`src/hw/rtl/scs_pkg.sv`:
```
// ----------------------------------------------------------------------------
// scs_pkg
// Shared constants and types for the shortest common supersequence length
// unit: field widths, parameter defaults and the controller command bundle.
// ----------------------------------------------------------------------------
package scs_pkg;

   // Widths fixed by the transaction fields.
   localparam int STRAND_IN_W = 64;
   localparam int CELL_W      = 7;

   // Parameter defaults and the largest supported strand length.
   localparam int DEF_SEQ_LEN     = 32;
   localparam int DEF_SYMBOL_BITS = 2;
   localparam int MAX_SEQ_LEN     = 32;

   // The wavefront step counter runs up to 2*MAX_SEQ_LEN-1.
   localparam int STEP_W = $clog2(2 * MAX_SEQ_LEN);

   // Commands from the controller to the datapath.
   typedef struct packed {
      logic              load;
      logic              step;
      logic              capture;
      logic [STEP_W-1:0] step_num;
   } scs_cmd_type;

endpackage

```
`src/hw/rtl/scs_datapath.sv`:
```
// ----------------------------------------------------------------------------
// scs_datapath
// Wavefront datapath: one lane per table column. On each step every active
// lane computes its next table cell from the left, upper and diagonal cells,
// while the first strand's symbols ripple across the lanes.
// ----------------------------------------------------------------------------
module scs_datapath
   import scs_pkg::*;
#(
   parameter int SEQ_LEN     = DEF_SEQ_LEN,
   parameter int SYMBOL_BITS = DEF_SYMBOL_BITS
) (
   input  logic                   clock,
   input  scs_cmd_type            cmd,
   input  logic [STRAND_IN_W-1:0] first_strand,
   input  logic [STRAND_IN_W-1:0] second_strand,
   output logic [CELL_W-1:0]      result
);

   localparam int STRAND_W = SEQ_LEN * SYMBOL_BITS;

   logic [STRAND_W-1:0]    a_ff;
   logic [STRAND_W-1:0]    b_ff;
   logic [SYMBOL_BITS-1:0] sym_ff [SEQ_LEN];
   logic [CELL_W-1:0]      col_ff [SEQ_LEN];
   logic [CELL_W-1:0]      old_ff [SEQ_LEN];
   logic [CELL_W-1:0]      result_ff;

   logic [STRAND_W+STRAND_IN_W-1:0] a_wide;
   logic [STRAND_W+STRAND_IN_W-1:0] b_wide;
   logic [CELL_W-1:0]               border_cell;

   // Symbols above bit 63 read as zero: pad, then keep the strand width.
   assign a_wide = {{STRAND_W{1'b0}}, first_strand};
   assign b_wide = {{STRAND_W{1'b0}}, second_strand};

   // Column zero of the table holds the row number, which equals the step.
   assign border_cell = {{(CELL_W-STEP_W){1'b0}}, cmd.step_num};

   // Strand registers: the first strand shifts one symbol per step.
   always_ff @(posedge clock) begin
      if (cmd.load) begin
         a_ff <= a_wide[STRAND_W-1:0];
         b_ff <= b_wide[STRAND_W-1:0];
      end else if (cmd.step) begin
         a_ff <= a_ff >> SYMBOL_BITS;
      end
   end

   for (genvar idx = 0; idx < SEQ_LEN; idx++) begin : g_lane
      localparam logic [STEP_W-1:0] FIRST_STEP = STEP_W'(idx + 1);
      localparam logic [STEP_W-1:0] LAST_STEP  = STEP_W'(SEQ_LEN + idx);

      logic [SYMBOL_BITS-1:0] sym_a;
      logic [SYMBOL_BITS-1:0] sym_b;
      logic [CELL_W-1:0]      left;
      logic [CELL_W-1:0]      diag;
      logic [CELL_W-1:0]      up;
      logic [CELL_W-1:0]      cell_val;
      logic                   active;

      // Left and diagonal neighbors come from the lane before, or the border.
      if (idx == 0) begin : g_edge
         assign sym_a = a_ff[SYMBOL_BITS-1:0];
         assign left  = border_cell;
         assign diag  = border_cell - CELL_W'(1);
      end else begin : g_inner
         assign sym_a = sym_ff[idx-1];
         assign left  = col_ff[idx-1];
         assign diag  = old_ff[idx-1];
      end

      assign sym_b  = b_ff[idx*SYMBOL_BITS +: SYMBOL_BITS];
      assign up     = col_ff[idx];
      assign active = (cmd.step_num >= FIRST_STEP) && (cmd.step_num <= LAST_STEP);

      // Cell update: diagonal plus one on a match, else smaller neighbor plus one.
      always_comb begin
         if (sym_a == sym_b) begin
            cell_val = diag + CELL_W'(1);
         end else if (up < left) begin
            cell_val = up + CELL_W'(1);
         end else begin
            cell_val = left + CELL_W'(1);
         end
      end

      // Lane registers: the row zero border is loaded, then cells advance.
      always_ff @(posedge clock) begin
         if (cmd.load) begin
            col_ff[idx] <= CELL_W'(idx + 1);
            old_ff[idx] <= '0;
            sym_ff[idx] <= '0;
         end else if (cmd.step) begin
            sym_ff[idx] <= sym_a;
            if (active) begin
               old_ff[idx] <= up;
               col_ff[idx] <= cell_val;
            end
         end
      end
   end

   // Result register: the bottom right cell of the table.
   always_ff @(posedge clock) begin
      if (cmd.capture) begin
         result_ff <= col_ff[SEQ_LEN-1];
      end
   end

   assign result = result_ff;

endmodule

```
`src/hw/rtl/scs_ctrl.sv`:
```
// ----------------------------------------------------------------------------
// scs_ctrl
// Controller: accepts a request transaction, sequences the wavefront steps
// of the datapath, and hands the finished length to the response register.
// ----------------------------------------------------------------------------
module scs_ctrl
   import scs_pkg::*;
#(
   parameter int SEQ_LEN = DEF_SEQ_LEN
) (
   input  logic        clock,
   input  logic        reset,
   input  logic        req_valid,
   output logic        req_ready,
   output logic        rsp_valid,
   input  logic        rsp_ready,
   output scs_cmd_type cmd
);

   localparam logic [STEP_W-1:0] LAST_STEP = STEP_W'(2 * SEQ_LEN - 1);

   typedef enum logic [1:0] {
      ST_IDLE,
      ST_RUN,
      ST_WRITE
   } state_type;

   state_type         state_ff, state_in;
   logic [STEP_W-1:0] step_ff, step_in;
   logic              rsp_valid_ff, rsp_valid_in;
   logic              accept;
   logic              out_free;

   assign accept   = req_valid && (state_ff == ST_IDLE);
   assign out_free = !rsp_valid_ff || rsp_ready;

   // Next state and step count.
   always_comb begin
      state_in     = state_ff;
      step_in      = step_ff;
      rsp_valid_in = rsp_valid_ff;
      if (rsp_valid_ff && rsp_ready) begin
         rsp_valid_in = 1'b0;
      end
      case (state_ff)
         ST_IDLE: begin
            if (accept) begin
               state_in = ST_RUN;
               step_in  = STEP_W'(1);
            end
         end
         ST_RUN: begin
            if (step_ff == LAST_STEP) begin
               state_in = ST_WRITE;
            end else begin
               step_in = step_ff + STEP_W'(1);
            end
         end
         ST_WRITE: begin
            if (out_free) begin
               state_in     = ST_IDLE;
               rsp_valid_in = 1'b1;
            end
         end
         default: begin
            state_in = ST_IDLE;
         end
      endcase
   end

   // State and registered outputs.
   always_ff @(posedge clock) begin
      if (reset) begin
         state_ff     <= ST_IDLE;
         step_ff      <= '0;
         rsp_valid_ff <= 1'b0;
      end else begin
         state_ff     <= state_in;
         step_ff      <= step_in;
         rsp_valid_ff <= rsp_valid_in;
      end
   end

   // Commands to the datapath.
   assign cmd.load     = accept;
   assign cmd.step     = (state_ff == ST_RUN);
   assign cmd.capture  = (state_ff == ST_WRITE) && out_free;
   assign cmd.step_num = step_ff;

   assign req_ready = (state_ff == ST_IDLE);
   assign rsp_valid = rsp_valid_ff;

   // A result is only written into a free or draining response register.
   a_capture_free: assert property (@(posedge clock) disable iff (reset)
      cmd.capture |-> (!rsp_valid_ff || rsp_ready))
      else $error("result captured over an unread response");

   // An accepted request starts the sweep at step one.
   a_start_step: assert property (@(posedge clock) disable iff (reset)
      (req_valid && req_ready) |=> (state_ff == ST_RUN && step_ff == STEP_W'(1)))
      else $error("sweep did not start at step one");

   // While sweeping, the step count stays within the wavefront range.
   a_step_range: assert property (@(posedge clock) disable iff (reset)
      (state_ff == ST_RUN) |-> (step_ff >= STEP_W'(1) && step_ff <= LAST_STEP))
      else $error("step count out of range");

   // The response goes valid only right after a capture.
   a_rsp_after_capture: assert property (@(posedge clock) disable iff (reset)
      $rose(rsp_valid_ff) |-> $past(cmd.capture))
      else $error("response valid without a capture");

endmodule

```
`src/hw/rtl/scs_length_dp_unit.sv`:
```
// ----------------------------------------------------------------------------
// scs_length_dp_unit
// Shortest common supersequence length of two equal-length strands.
// ----------------------------------------------------------------------------
// Usage:
//   A request transaction carries two strands of SEQ_LEN symbols of
//   SYMBOL_BITS bits each, symbol 0 in the low bits; symbols above bit 63
//   read as zero. Each request yields exactly one response transaction
//   carrying the supersequence length.
//   The table is swept along anti-diagonals: one lane per column, so one
//   wavefront step per cycle and 2*SEQ_LEN-1 steps per request.
//   req_ready is high only while the unit is idle. A finished response sits
//   in its output register, and the next request is accepted while it waits.
//   If the receiver stalls, the following result waits inside the unit until
//   the output register is free.
//   Reset (synchronous, active high) returns the unit to idle and drops
//   rsp_valid; the table needs no clearing pass.
// ----------------------------------------------------------------------------
module scs_length_dp_unit
   import scs_pkg::*;
#(
   parameter int SEQ_LEN     = DEF_SEQ_LEN,
   parameter int SYMBOL_BITS = DEF_SYMBOL_BITS
) (
   input  logic                   clock,
   input  logic                   reset,
   input  logic                   req_valid,
   output logic                   req_ready,
   input  logic [STRAND_IN_W-1:0] req_first_strand,
   input  logic [STRAND_IN_W-1:0] req_second_strand,
   output logic                   rsp_valid,
   input  logic                   rsp_ready,
   output logic [CELL_W-1:0]      rsp_supersequence_length
);

   scs_cmd_type cmd;

   // Sequencer for load, sweep and response.
   scs_ctrl #(
      .SEQ_LEN (SEQ_LEN)
   ) u_ctrl (
      .clock     (clock),
      .reset     (reset),
      .req_valid (req_valid),
      .req_ready (req_ready),
      .rsp_valid (rsp_valid),
      .rsp_ready (rsp_ready),
      .cmd       (cmd)
   );

   // Column lanes and result register.
   scs_datapath #(
      .SEQ_LEN     (SEQ_LEN),
      .SYMBOL_BITS (SYMBOL_BITS)
   ) u_datapath (
      .clock         (clock),
      .cmd           (cmd),
      .first_strand  (req_first_strand),
      .second_strand (req_second_strand),
      .result        (rsp_supersequence_length)
   );

endmodule
```
`config.mk`:
```
export PLATFORM = sky130hd
export DESIGN_NAME = scs_length_dp_unit
export DESIGN_NICKNAME = d
export VERILOG_FILES = /design/src/hw/rtl/scs_pkg.sv /design/src/hw/rtl/scs_datapath.sv /design/src/hw/rtl/scs_ctrl.sv /design/src/hw/rtl/scs_length_dp_unit.sv
export SDC_FILE = /design/constraint.sdc
export NUM_CORES = 2
export LEC_CHECK = 0
export BUFFER_PORTS_ARGS = -buffer_cell sky130_fd_sc_hd__buf_2
export CELL_PAD_IN_SITES_DETAIL_PLACEMENT = 0
export CELL_PAD_IN_SITES_GLOBAL_PLACEMENT = 1
export CORE_UTILIZATION = 35
export CTS_BUF_LIST = sky130_fd_sc_hd__clkbuf_8
export DETAILED_ROUTE_END_ITERATION = 10
export MAX_ROUTING_LAYER = met4
export PLACE_DENSITY = 0.63
export SYNTH_ARGS = -nofsm -noshare
export SYNTH_HDL_FRONTEND = slang
export SYNTH_SLANG_ARGS = --single-unit
```
`constraint.sdc`:
```
create_clock -name clock -period 5.8 [get_ports clock]
set_input_delay 0.29 -clock clock [delete_from_list [all_inputs] [get_ports clock]]
set_output_delay 0.29 -clock clock [all_outputs]
set_load 0.05 [all_outputs]
```
==> impl_metrics.yaml <==
synthesis:
  yosysUniqueCellTypes: 84
  syn_avg_cell_area_sq_um: 10.5
  ys_async_sr_fraction_pct: 0
  synth-seq-area-share_pct: 49.1
  syn_area_sq_um: 39400
  yosys_warnings: 0
  synth_ff_type: "edfxtp_1"
  synth_area_leaders: "edfxtp_1 49%, ha_1 8.3%, xnor2_1 6.0%"
  post-synth-top-count-cell: "edfxtp_1"
  yosys.area.top_type_share_pct: 48.7
  syn_inst: 3735
  syn-num-nets: 4128
  synth_top_area_cell: "edfxtp_1"
  synth_seq_cells: 647
  synth_edf_count: 638
  synth_commonest_cells: "638 x edfxtp_1, 409 x nand2_1, 270 x xnor2_1"
placement:
  post-dp-hpwl_um: 76000
  portBuffers: 140
  dp_worst_setup_slack_ps: 1890
  place.gp.congestion: 0.837
  dpl_cell_area_sq_um: 41600
layout:
  register_area_sq_um: 19300
  area_delta_synth_final_pct: 15.0
  utilization_pct: 40.7
  final_area_sq_um: 45300
  drive_gt1_share_pct: 9.26
  final_nets: 4419
  multi_input_area_sq_um: 18700
  fillCellCount: 11100
timing:
  setup_viol: 0
  min_period_ps: 3920
  post-route-period-util_pct: 67.7
  clock_skew_ps: 36.4
  slew_headroom_pct: 27.1
  layout_setup_ws_ps: 1880
  whs_ps: 170
  grt_setup_unrepaired: "no"
  setup-tns-final_ps: 0
  fmax_ghz: 0.255
  hold_viol_final: 0
  tightest_slew_ps: 1090
  drv_slew: 0
drt:
  ant_nets: 0
  drc_errors: 0
  vias_per_cell: 5.08
  routed-via-count: 28600
  drt_pre_antenna_iters: 5
  drt-initial-drc-count: 2069
  drt-total-wl_um: 105000
  wl_per_cell_um: 18.7
worst_setup_path:
  cp_max_fo: 24
  cp-startpoint: "u_ctrl.step_ff[4]"
  rrSetupSlack_ps: 1880
  crit_path_end_kind: "register"
  cpPeakStageDelay_ps: 870
  crit_path_top_delay_cell: "ha_1"
  critical_path_class: "reg -> reg"
  reg2reg_from: "u_ctrl.step_ff[4]"
  arrival_ps: 4320
  worst-r2r-cell-count: 5
  worstPathRequired_ps: 6190
  startpoint_type: "register"
  crit_path_cell_trace: "ha_1 > inv_1 > o221a_2 > o21ai_1 > nand2_1"
  regToRegEndpoint: "u_datapath.old_ff[18][6]"
cts:
  cts_tree: "yes"
  cts_made_buffers: 119
  clk_pin_slew_ps: 60
  h-tree-depth: 3
  root_buffer: "clkbuf_8"
  clock_path_buffers: 3
  cts.sink_count: 647
  insertion_delay_ps: 830
floorplanning:
  die_w_um: 337
  start_util_pct: 35.4
  core_sq_um: 111000
  rows: 122
  ios: 141
  die-area_sq_um: 114000
  die_h_um: 337
pwr:
  combinationalPowerShare_pct: 13.6
  vdd_ir_drop_max_uv: 201
  power.leakage_nw: 18.3
  pwr-share-seq_pct: 48.8
  switchingPower_mw: 3.29
  p_sw_share_pct: 28.1
  p_int_mw: 8.42
  power_frac_clock_pct: 37.6
  powerDensity_nw_per_um2: 259
global_route:
  grt.overflow.total: 0
  grt_usage_pct: 18.9
  antenna_found_initial: 4
  grt_pass1_wl_um: 163000
  grt_max_degree: 85
  grt_pass1_vias: 28400
min_path:
  min_path_cells: 2
  hold_path.class: "in -> reg"
  min_from: "req_second_strand[24]"
  hold_end: "u_datapath.b_ff[24]"
flow_run:
  maxCapViolations: 0
outcome:
  status: "finished clean"
[placed cells by master (no fill, tap or decap), types with 15 or more instances in the layout]
cell type	netlist	layout
edfxtp_1	638	638
nand2_1	409	408
xnor2_1	270	270
ha_1	261	261
nand3_1	252	252
inv_1	210	246
nor2_1	225	225
a21oi_1	193	193
o21ai_0	165	165
mux2i_1	163	163
and2_1	160	160
buf_2	26	140
dlygate4sd3_1	0	132
clkbuf_8	0	121
and3_1	110	110
xor2_1	109	109
a21o_1	65	65
nor3_1	34	34
clkinv_1	0	34
nor2b_1	25	24
a211oi_1	20	20
a31oi_1	18	18
nand2b_1	18	18
nand4_1	16	16
nor4_1	16	16
buf_4	3	15
[area by class of cell]
cell class                 instances  area share [%]
clock buffer                     121            3.68
clock inverter                   100            1.48
sequential                       647            42.7
inverter                         217            1.81
antenna                            3          0.0166
timing repair buffer             288            4.76
multi-input combinational       2753            41.4
tap                             1488            4.11
[flip-flops by register name (all words and copies together) (netlist names)]
| register | flops |
|---|---|
| u_ctrl.state_ff | 2 |
| u_datapath.old_ff | 217 |
| u_ctrl.step_ff | 6 |
| u_datapath.result | 7 |
| u_ctrl.rsp_valid | 1 |
| u_datapath.b_ff | 64 |
| u_datapath.a_ff | 64 |
| u_datapath.col_ff | 224 |
| u_datapath.sym_ff | 62 |
[layer usage]
layer | global-route usage (%) | wire length (um) | vias to the layer above | part of all wire, %
li1 | - | - | 14100 | -
met1 | 26.0 | 50400 | 13700 | 48
met3 | 3.06 | 4550 | 173 | 4.3
met5 | - | 0 | - | 0
met2 | 28.3 | 46800 | 556 | 45
met4 | 6.27 | 3030 | 0 | 2.9
[stage by stage]
| stage | cells | total power [mW] |
|---|---|---|
| 6_report | 5617 | 11.7 |
| 5_1_grt | 5617 | 12.3 |
| 4_1_cts | 5614 | 11.9 |
| 3_5_place_dp | 5261 | 7.34 |
| 3_3_place_gp | 5261 | 7.34 |
| 2_1_floorplan | 3735 | 6.84 |
[power by group through the flow]
stage / clock network (mW) / logic, mW / registers [mW]
floorplan: 0 / 1.13 / 5.72
global placement: 0 / 1.53 / 5.81
detailed placement: 0 / 1.54 / 5.81
CTS: 4.55 / 1.61 / 5.71
global route: 4.74 / 1.79 / 5.74
finish: 4.40 / 1.60 / 5.71
[worst max-delay path by stage]
stage,end,slack (ps),cells after the start
after floorplan,u_datapath.a_ff[0],1170,5
final,u_datapath.old_ff[18][6],1880,5
after global routing,u_datapath.old_ff[18][6],1490,5
after global placement,u_datapath.col_ff[18][3],2020,5
after detailed placement,u_datapath.old_ff[18][6],1890,5
after CTS,u_datapath.old_ff[18][6],1860,5
[repair_timing]
| item | 4_1_cts | 5_1_grt |
|---|---|---|
| resized for setup | 0 | 0 |
| setup endpoints to repair | 0 | 0 |
| setup buffers | 0 | 0 |
| hold buffers | 132 | 0 |
| endpoints found under the hold margin | 137 | 0 |
[kinds of logic (layout without fill, tap and decap cells)]
family / Yosys count / after routing / share of synthesized area (%)
mux: 169 / 169 / 4.32
fa+ha+maj: 261 / 261 / 8.29
flops: 647 / 647 / 49.1
buf+inv: 335 / 726 / 3.32
simple gates: 1313 / 1313 / 16.1
other cells: 0 / 3 / 0
compound gates: 631 / 631 / 10.4
xor+xnor: 379 / 379 / 8.43
[critical path: cells and delay by family, from the launching register on]
family | cells | cell delay [ps]
compound gates | 2 | 1040
fa+ha+maj | 1 | 870
flops | 1 | 620
simple gates | 1 | 600
buf+inv | 1 | 350
Power figures use the tool's default switching activity.
